## src/sv/tts_pkg.sv

```systemverilog
`timescale 1ns / 1ps

package tts_pkg;

	// Field widths
	localparam int ReqW   = 2;
	localparam int SampW  = 12;
	localparam int SpeedW = 10;
	localparam int TickW  = 16;
	localparam int StateW = 3;
	localparam int DirW   = 2;
	localparam int CfgIdxW = 3;
	localparam int CfgDataW = 12;

	// Reverse drive level
	localparam logic [SpeedW-1:0] BACK_SPEED = SpeedW'(600);

	// Sequencer state codes as shown on the result stream
	localparam logic [StateW-1:0] FSM_IDLE   = 3'd0;
	localparam logic [StateW-1:0] FSM_STOP   = 3'd1;
	localparam logic [StateW-1:0] FSM_BACK   = 3'd2;
	localparam logic [StateW-1:0] FSM_ONE    = 3'd3;
	localparam logic [StateW-1:0] FSM_TWO    = 3'd4;
	localparam logic [StateW-1:0] FSM_SETTLE = 3'd5;

	// Turn request codes
	localparam logic [ReqW-1:0] REQ_NONE  = 2'd0;
	localparam logic [ReqW-1:0] REQ_CROSS = 2'd1;
	localparam logic [ReqW-1:0] REQ_LEFT  = 2'd2;
	localparam logic [ReqW-1:0] REQ_RIGHT = 2'd3;

	// Turn direction codes
	localparam logic [DirW-1:0] DIR_NONE  = 2'd0;
	localparam logic [DirW-1:0] DIR_LEFT  = 2'd1;
	localparam logic [DirW-1:0] DIR_RIGHT = 2'd2;

	// Configuration register indexes
	localparam logic [CfgIdxW-1:0] CFG_STOP_TICKS   = 3'd0;
	localparam logic [CfgIdxW-1:0] CFG_BACK_TICKS   = 3'd1;
	localparam logic [CfgIdxW-1:0] CFG_SETTLE_TICKS = 3'd2;
	localparam logic [CfgIdxW-1:0] CFG_MIN_RIGHT    = 3'd3;
	localparam logic [CfgIdxW-1:0] CFG_MIN_LEFT     = 3'd4;
	localparam logic [CfgIdxW-1:0] CFG_LEFT_THR     = 3'd5;
	localparam logic [CfgIdxW-1:0] CFG_RIGHT_THR    = 3'd6;
	localparam logic [CfgIdxW-1:0] CFG_TURN_SPEED   = 3'd7;

	// Input item, last declared field in the lowest bits
	typedef struct packed {
		logic [5:0]       pad;
		logic [SampW-1:0] right_sample;
		logic [SampW-1:0] left_sample;
		logic [ReqW-1:0]  turn_request;
	} item_t;

	// Result item, last declared field in the lowest bits
	typedef struct packed {
		logic              pad;
		logic [DirW-1:0]   turn_direction;
		logic [TickW-1:0]  elapsed_ticks;
		logic              clear_request;
		logic [SpeedW-1:0] right_rev_speed;
		logic [SpeedW-1:0] right_fwd_speed;
		logic [SpeedW-1:0] left_rev_speed;
		logic [SpeedW-1:0] left_fwd_speed;
		logic              motor_write;
		logic [StateW-1:0] fsm_state;
	} result_t;

	localparam int ItemW   = $bits(item_t);
	localparam int ResultW = $bits(result_t);

endpackage

```

## src/sv/timed_turn_sequencer.sv

```systemverilog
`timescale 1ns / 1ps

// Timed turn sequencer. Each stream transaction in is one 10 ms tick carrying a
// turn request and the two line-sensor samples; each produces exactly one result
// transaction with the sequencer state, the held wheel command, a motor_write
// pulse, a clear_request pulse, the saturating tick count and the turn direction.
// A transaction is registered on entry; the step is computed from that register
// and lands in the output register, so one tick is taken every cycle while the
// output is not stalled; the output register lets a new tick enter while a result
// waits. Configuration writes are taken every cycle and are meant for idle times.
module timed_turn_sequencer (
	input  logic                          clk,
	input  logic                          arst_n,
	// Input ticks: turn_request[1:0], left_sample[13:2], right_sample[25:14]
	input  logic                          s_axis_tvalid,
	output logic                          s_axis_tready,
	input  logic [tts_pkg::ItemW-1:0]     s_axis_tdata,
	// Results: fsm_state[2:0], motor_write[3], left_fwd_speed[13:4],
	// left_rev_speed[23:14], right_fwd_speed[33:24], right_rev_speed[43:34],
	// clear_request[44], elapsed_ticks[60:45], turn_direction[62:61]
	output logic                          m_axis_tvalid,
	input  logic                          m_axis_tready,
	output logic [tts_pkg::ResultW-1:0]   m_axis_tdata,
	// Configuration writes
	input  logic                          cfg_valid,
	output logic                          cfg_ready,
	input  logic [tts_pkg::CfgIdxW-1:0]   cfg_index,
	input  logic [tts_pkg::CfgDataW-1:0]  cfg_data
);

	typedef enum logic [tts_pkg::StateW-1:0] {
		ST_IDLE   = tts_pkg::FSM_IDLE,
		ST_STOP   = tts_pkg::FSM_STOP,
		ST_BACK   = tts_pkg::FSM_BACK,
		ST_ONE    = tts_pkg::FSM_ONE,
		ST_TWO    = tts_pkg::FSM_TWO,
		ST_SETTLE = tts_pkg::FSM_SETTLE
	} state_t;

	typedef struct packed {
		logic [tts_pkg::SpeedW-1:0] lf;
		logic [tts_pkg::SpeedW-1:0] lr;
		logic [tts_pkg::SpeedW-1:0] rf;
		logic [tts_pkg::SpeedW-1:0] rr;
	} wheel_t;

	// Configuration registers
	logic [7:0]                   stop_ticks_q, back_ticks_q, settle_ticks_q;
	logic [7:0]                   min_right_q, min_left_q;
	logic [tts_pkg::SampW-1:0]    left_thr_q, right_thr_q;
	logic [tts_pkg::SpeedW-1:0]   turn_speed_q;

	// Sequencer state
	state_t                       state_q, state_nx;
	logic [tts_pkg::TickW-1:0]    tick_q, tick_nx, tick_inc;
	logic [tts_pkg::DirW-1:0]     dir_q, dir_nx;
	wheel_t                       wheel_q, wheel_nx;
	logic                         wr_nx, clr_nx;

	// Pipeline
	logic                         valid_s1, valid_s2;
	tts_pkg::item_t               item_s1;
	tts_pkg::result_t             res_s2;
	logic                         advance;

	wheel_t                       cmd_stop, cmd_back, cmd_right, cmd_left;

	assign cfg_ready     = 1'b1;
	assign advance       = valid_s1 && (!valid_s2 || m_axis_tready);
	assign s_axis_tready = !valid_s1 || advance;
	assign m_axis_tvalid = valid_s2;
	assign m_axis_tdata  = res_s2;

	// Take configuration writes
	always_ff @(posedge clk or negedge arst_n) begin
		if (!arst_n) begin
			stop_ticks_q   <= 8'd10;
			back_ticks_q   <= 8'd19;
			settle_ticks_q <= 8'd10;
			min_right_q    <= 8'd25;
			min_left_q     <= 8'd15;
			left_thr_q     <= 12'd2048;
			right_thr_q    <= 12'd2048;
			turn_speed_q   <= 10'd600;
		end else if (cfg_valid) begin
			unique case (cfg_index)
				tts_pkg::CFG_STOP_TICKS:   stop_ticks_q   <= cfg_data[7:0];
				tts_pkg::CFG_BACK_TICKS:   back_ticks_q   <= cfg_data[7:0];
				tts_pkg::CFG_SETTLE_TICKS: settle_ticks_q <= cfg_data[7:0];
				tts_pkg::CFG_MIN_RIGHT:    min_right_q    <= cfg_data[7:0];
				tts_pkg::CFG_MIN_LEFT:     min_left_q     <= cfg_data[7:0];
				tts_pkg::CFG_LEFT_THR:     left_thr_q     <= cfg_data;
				tts_pkg::CFG_RIGHT_THR:    right_thr_q    <= cfg_data;
				tts_pkg::CFG_TURN_SPEED:   turn_speed_q   <= cfg_data[tts_pkg::SpeedW-1:0];
			endcase
		end
	end

	// Wheel commands
	always_comb begin
		cmd_stop  = '0;
		cmd_back  = '{lf: '0, lr: tts_pkg::BACK_SPEED, rf: '0, rr: tts_pkg::BACK_SPEED};
		cmd_right = '{lf: turn_speed_q, lr: '0, rf: '0, rr: turn_speed_q};
		cmd_left  = '{lf: '0, lr: turn_speed_q, rf: turn_speed_q, rr: '0};
	end

	// Saturating tick increment
	assign tick_inc = (&tick_q) ? tick_q : tick_q + 1'b1;

	// Step the sequencer for the registered tick
	always_comb begin
		state_nx = state_q;
		tick_nx  = tick_q;
		dir_nx   = dir_q;
		wheel_nx = wheel_q;
		wr_nx    = 1'b0;
		clr_nx   = 1'b0;
		unique case (state_q)
			ST_IDLE: begin
				if (item_s1.turn_request != tts_pkg::REQ_NONE) begin
					dir_nx   = (item_s1.turn_request == tts_pkg::REQ_LEFT) ?
						tts_pkg::DIR_LEFT : tts_pkg::DIR_RIGHT;
					wheel_nx = cmd_stop;
					wr_nx    = 1'b1;
					tick_nx  = '0;
					state_nx = ST_STOP;
				end
			end
			ST_STOP: begin
				tick_nx = tick_inc;
				if (tick_inc >= {8'd0, stop_ticks_q}) begin
					wheel_nx = cmd_back;
					wr_nx    = 1'b1;
					tick_nx  = '0;
					state_nx = ST_BACK;
				end
			end
			ST_BACK: begin
				tick_nx = tick_inc;
				if (tick_inc >= {8'd0, back_ticks_q}) begin
					wheel_nx = cmd_stop;
					wr_nx    = 1'b1;
					tick_nx  = '0;
					state_nx = ST_ONE;
				end
			end
			ST_ONE: begin
				tick_nx = tick_inc;
				if (dir_q == tts_pkg::DIR_RIGHT) begin
					wheel_nx = cmd_right;
					wr_nx    = 1'b1;
					if (item_s1.left_sample >= left_thr_q &&
						tick_inc >= {8'd0, min_right_q}) begin
						tick_nx  = '0;
						state_nx = ST_TWO;
					end
				end else if (dir_q == tts_pkg::DIR_LEFT) begin
					wheel_nx = cmd_left;
					wr_nx    = 1'b1;
					if (item_s1.right_sample >= right_thr_q &&
						tick_inc >= {8'd0, min_left_q}) begin
						tick_nx  = '0;
						state_nx = ST_TWO;
					end
				end
			end
			ST_TWO: begin
				if (dir_q == tts_pkg::DIR_RIGHT) begin
					wheel_nx = cmd_right;
					wr_nx    = 1'b1;
					if (item_s1.right_sample < right_thr_q) begin
						wheel_nx = cmd_stop;
						tick_nx  = '0;
						state_nx = ST_SETTLE;
					end
				end else if (dir_q == tts_pkg::DIR_LEFT) begin
					wheel_nx = cmd_left;
					wr_nx    = 1'b1;
					if (item_s1.left_sample < left_thr_q) begin
						wheel_nx = cmd_stop;
						tick_nx  = '0;
						state_nx = ST_SETTLE;
					end
				end
			end
			ST_SETTLE: begin
				tick_nx = tick_inc;
				if (tick_inc >= {8'd0, settle_ticks_q}) begin
					clr_nx   = 1'b1;
					state_nx = ST_IDLE;
					tick_nx  = '0;
					dir_nx   = tts_pkg::DIR_NONE;
				end
			end
			default: begin
				state_nx = ST_IDLE;
				tick_nx  = '0;
				dir_nx   = tts_pkg::DIR_NONE;
			end
		endcase
	end

	// Hold state, input register and result register
	always_ff @(posedge clk or negedge arst_n) begin
		if (!arst_n) begin
			state_q  <= ST_IDLE;
			tick_q   <= '0;
			dir_q    <= tts_pkg::DIR_NONE;
			wheel_q  <= '0;
			valid_s1 <= 1'b0;
			valid_s2 <= 1'b0;
		end else begin
			if (s_axis_tvalid && s_axis_tready) begin
				valid_s1 <= 1'b1;
			end else if (advance) begin
				valid_s1 <= 1'b0;
			end
			if (advance) begin
				valid_s2 <= 1'b1;
				state_q  <= state_nx;
				tick_q   <= tick_nx;
				dir_q    <= dir_nx;
				wheel_q  <= wheel_nx;
			end else if (m_axis_tready) begin
				valid_s2 <= 1'b0;
			end
		end
	end

	// Payload registers
	always_ff @(posedge clk) begin
		if (s_axis_tvalid && s_axis_tready) begin
			item_s1 <= s_axis_tdata;
		end
		if (advance) begin
			res_s2.pad             <= 1'b0;
			res_s2.turn_direction  <= dir_nx;
			res_s2.elapsed_ticks   <= tick_nx;
			res_s2.clear_request   <= clr_nx;
			res_s2.right_rev_speed <= wheel_nx.rr;
			res_s2.right_fwd_speed <= wheel_nx.rf;
			res_s2.left_rev_speed  <= wheel_nx.lr;
			res_s2.left_fwd_speed  <= wheel_nx.lf;
			res_s2.motor_write     <= wr_nx;
			res_s2.fsm_state       <= state_nx;
		end
	end

endmodule

```

## config.mk

```make
export PLATFORM = sky130hd
export DESIGN_NAME = timed_turn_sequencer
export DESIGN_NICKNAME = d
export VERILOG_FILES = /design/src/sv/tts_pkg.sv /design/src/sv/timed_turn_sequencer.sv
export SDC_FILE = /design/constraint.sdc
export NUM_CORES = 1
export LEC_CHECK = 0
export ABC_AREA = 1
export ABC_CLOCK_PERIOD_IN_PS = 3350
export BUFFER_PORTS_ARGS = -buffer_cell sky130_fd_sc_hd__buf_2
export CORE_ASPECT_RATIO = 0.5
export CORE_UTILIZATION = 50
export DETAILED_ROUTE_END_ITERATION = 7
export PLACE_DENSITY = 0.72
export SYNTH_ARGS = -nofsm -noshare
export SYNTH_HDL_FRONTEND = slang
export SYNTH_SLANG_ARGS = --single-unit
```

## constraint.sdc

```tcl
create_clock -name clk -period 3.35 [get_ports clk]
set_input_delay 0.5025 -clock clk [delete_from_list [all_inputs] [get_ports clk]]
set_output_delay 0.5025 -clock clk [all_outputs]
set_load 0.005 [all_outputs]
```

==> impl_metrics.toml <==
[synthesis]
synth_top_family_by_area = "simple AND/OR/NAND/NOR gates"
synth_ff_type = "dfrtp_1"
synth_area_leader_cell = "dfrtp_1"
ys_ff_latch = 226
async_reset_ff_share_pct = 60.6
syn_inst = 1545
synth_fa_ha_area_share_pct = 6.70
synth_fp_nets = 1664
yosysTopAreaCellShare_pct = 23.4
synth_mux_area_share_pct = 0
yosysSeqAreaShare_pct = 49.0
yosys.area_share.simple_pct = 23.6
ys_types = 42
syn_avg_cell_area_um2 = 8.10
syn_area_um2 = 12500
synth-edff-count = 89
synthTopCellsByArea = "dfrtp_1 23%, edfxtp_1 21%, nand2_1 13%, ha_1 6.7%, inv_1 6.7%"
synth_most_common_cell = "nand2_1"
synth_xor_area_share_pct = 0.280
synth_commonest_cells = "449 x nand2_1, 223 x inv_1, 120 x o21ai_0"
synth_compound_area_share_pct = 11.1
yosysWarnings = 0

[critical_path]
crit_end = "m_axis_tdata[9]$_DFFE_PP_"
cp_max_fo = 6
regToRegEndpoint = "m_axis_tdata[9]$_DFFE_PP_"
cp.arrival_ns = 3.75
max_stage_delay_ns = 0.36
cp.required_ns = 3.73
worstSetupStartpoint = "tick_q[1]$_DFFE_PN0P_"
rrSetupSlack_ns = -0.02
crit_chain = "ha_2 -> nand3_2 -> inv_2 -> nand3_2 -> or2_4 -> buf_6 -> nand2_4 -> xor2_4 -> buf_12 -> ha_4 -> nand2_1 -> inv_1 -> nand2_1 -> nand2_2 -> a21boi_2 -> nand3_2 -> nand2_8 -> nor3_4 -> buf_12 -> clkbuf_16 -> o21ai_1"
crit_path_top_delay_cell = "dfrtp_1"
r2r_start = "tick_q[1]$_DFFE_PN0P_"
path_class = "register to register"
cpMostUsedCell = "nand3_2"
critPathLaunchType = "register"
crit_path_end_kind = "register"
rr_worst_depth = 21

[sta]
drv_slew = 0
fmaxAchievable_ghz = 0.296
skew_ns = 0.0155
period_share_pct = 101
whs_ns = 0.0520
min_period_ns = 3.37
rsz0062_at_grt = "true"
setup_tns_ns = -0.0800
tightestPinTransition_ns = 0.987
slew_headroom_pct = 34.1
setup_violations = 7
hold_violations = 0
worst_slack_ns = -0.0243

[finish]
num-nets-final = 1842
regArea_um2 = 6130
antenna_cells = 0
synthToLayoutAreaGrowth_pct = 21.8
drive_gt1_share_pct = 20.8
multi_input_area_um2 = 5550
fill_cells = 2014

[floorplan]
fp.dieW_um = 226
die_y_um = 114
core_um2 = 24300
rows = 40
initial_utilization_pct = 51.6
dieArea_um2 = 25700
io_pins = 119

[power_and_ir_drop]
power_mw = 10.8
leakage_nw = 7.86
vdd_drop_max_mv = 0.413
powerDensity_nw_per_um2 = 710

[clocking]
clkSlewWorstSetupHoldPaths_ns = 0.07
clockRootBuffer = "clkbuf_16"
cts_htree_levels = 1
tritoncts = "yes"
cts_buffer_depth = 3
clk_latency_ns = 0.53
clock-sinks = 226
cts_buffers = 22

[detailed_routing]
ant_nets = 0
drt_iter0_drc = 1240
viasPerCell = 5.44
wirelength_um = 34300
wl_per_cell_um = 16.5
drc = 0
firstDrtPassIters = 6
num_vias = 11286

[placed_design]
place.gp.congestion = 0.922
dp_hpwl_um = 22800
pre_cts_slack_ns = -0.430
numPortBuffers = 110

[global_routing]
grt_use_total_pct = 25.9
grt_pass1_vias = 10585
grt.overflow.total = 0
grt_first_pass_wirelength_um = 52700
antenna_found_initial = 0
grt_max_degree = 80

[status]
violations = "negative setup slack"
outcome = "complete, but fails checks"

[min_path]
hp-class = "input port to asynchronous set/reset pin"

[job]
cap_violations = 0
-- how the worst min path moves through the flow --
stage	startpoint	end	slack [ns]	cells past startpoint
after detailed placement	stop_ticks_q[7]$_DFFE_PN0P_	stop_ticks_q[7]$_DFFE_PN0P_	0.47	2
final	arst_n	settle_ticks_q[2]$_DFFE_PN0P_	0.05	1
after global placement	settle_ticks_q[4]$_DFFE_PN0P_	settle_ticks_q[4]$_DFFE_PN0P_	0.47	2
after floorplan	arst_n	back_ticks_q[2]$_DFFE_PN0P_	0.21	0
after CTS	arst_n	settle_ticks_q[0]$_DFFE_PN0P_	0.07	1
after global routing	arst_n	left_thr_q[3]$_DFFE_PN0P_	0.12	1
-- metrics by stage --
stage / instance area, um^2 / cells / util (%)
floorplan: 12500 / 1545 / -
global placement: 13800 / 2008 / 56.9
detailed placement: 13800 / 2008 / 56.9
CTS: 14700 / 2053 / 60.4
global route: 15200 / 2075 / 62.8
finish: 15200 / 2075 / 62.8
-- report_power, final --
part	internal [mW]	total [mW]	switching [mW]
registers	3.49	3.72	0.232
logic	1.78	4.58	2.80
clock network	1.41	2.53	1.12
total	6.67	10.8	4.15
-- kinds of logic (layout without fill, tap and decap cells) --
kind of cell | Yosys count | in the layout
flops | 226 | 226
xor+xnor | 4 | 4
compound gates | 267 | 267
buf+inv | 287 | 480
fa+ha+maj | 67 | 67
simple gates | 692 | 693
other cells | 2 | 2
-- registers in the layout, summed over array words and instances, names as in the netlist --
signal / count
back_ticks_q: 8
dir_q: 2
item_s1: 26
left_thr_q: 12
m_axis_tdata: 63
m_axis_tvalid: 1
min_left_q: 8
min_right_q: 8
right_thr_q: 12
settle_ticks_q: 8
state_q: 3
stop_ticks_q: 8
tick_q: 16
turn_speed_q: 10
valid_s1: 1
wheel_q: 40
-- layer usage --
metal  share of wire (%)  vias to the layer above  track usage, %
met5                   0                        -               0
met2                  47                      459            42.4
met4                 2.2                        0            7.17
li1                    -                     5367               -
met1                  44                     5397            35.7
met3                 7.4                       63            4.12
-- layout make-up --
| class | instances | area share (%) |
|---|---|---|
| Sequential cell | 226 | 40.2 |
| Multi-Input combinational cell | 1033 | 36.4 |
| Timing Repair Buffer | 213 | 10.3 |
| Inverter | 227 | 5.62 |
| Clock buffer | 24 | 3.80 |
| Tap cell | 336 | 2.76 |
| Clock inverter | 16 | 0.903 |
-- placed cells by master, fill, tap and decap left out, drive strengths merged --
cell type / count
dfstp: 20
buf: 208
nor2: 89
xnor2: 2
a21oi: 64
edfxtp: 89
ha: 67
a31oi: 1
nand2: 463
nand3: 86
dfrtp: 117
clkinvlp: 5
nor3: 8
nand4: 44
o21a: 1
a21boi: 4
bufinv: 2
xor2: 2
inv: 228
o21bai: 1
o211ai: 2
conb: 2
clkbuf: 29
or2: 2
nor4: 1
clkinv: 8
o21ai: 194
-- critical path, delay by kind of cell (launching register included) --
| kind | cells | cell delay (ns) |
|---|---|---|
| AO/OA/AOI/OAI | 2 | 0.29 |
| flip-flops | 1 | 0.36 |
| XOR/XNOR | 1 | 0.23 |
| AND/OR/NAND/NOR | 10 | 1.18 |
| buffers and inverters | 6 | 0.77 |
| adder cells (fa/ha/maj) | 2 | 0.38 |
-- timing repair --
| action | 4_1_cts | 5_1_grt |
|---|---|---|
| pin swaps | 5 | 19 |
| gates cloned | 1 | 5 |
| gates resized for setup | 17 | 71 |
| setup buffers | 4 | 18 |
| endpoints found under the setup margin | 121 | 123 |
| hold buffers | 0 | 0 |
Power figures use the tool's default switching activity.
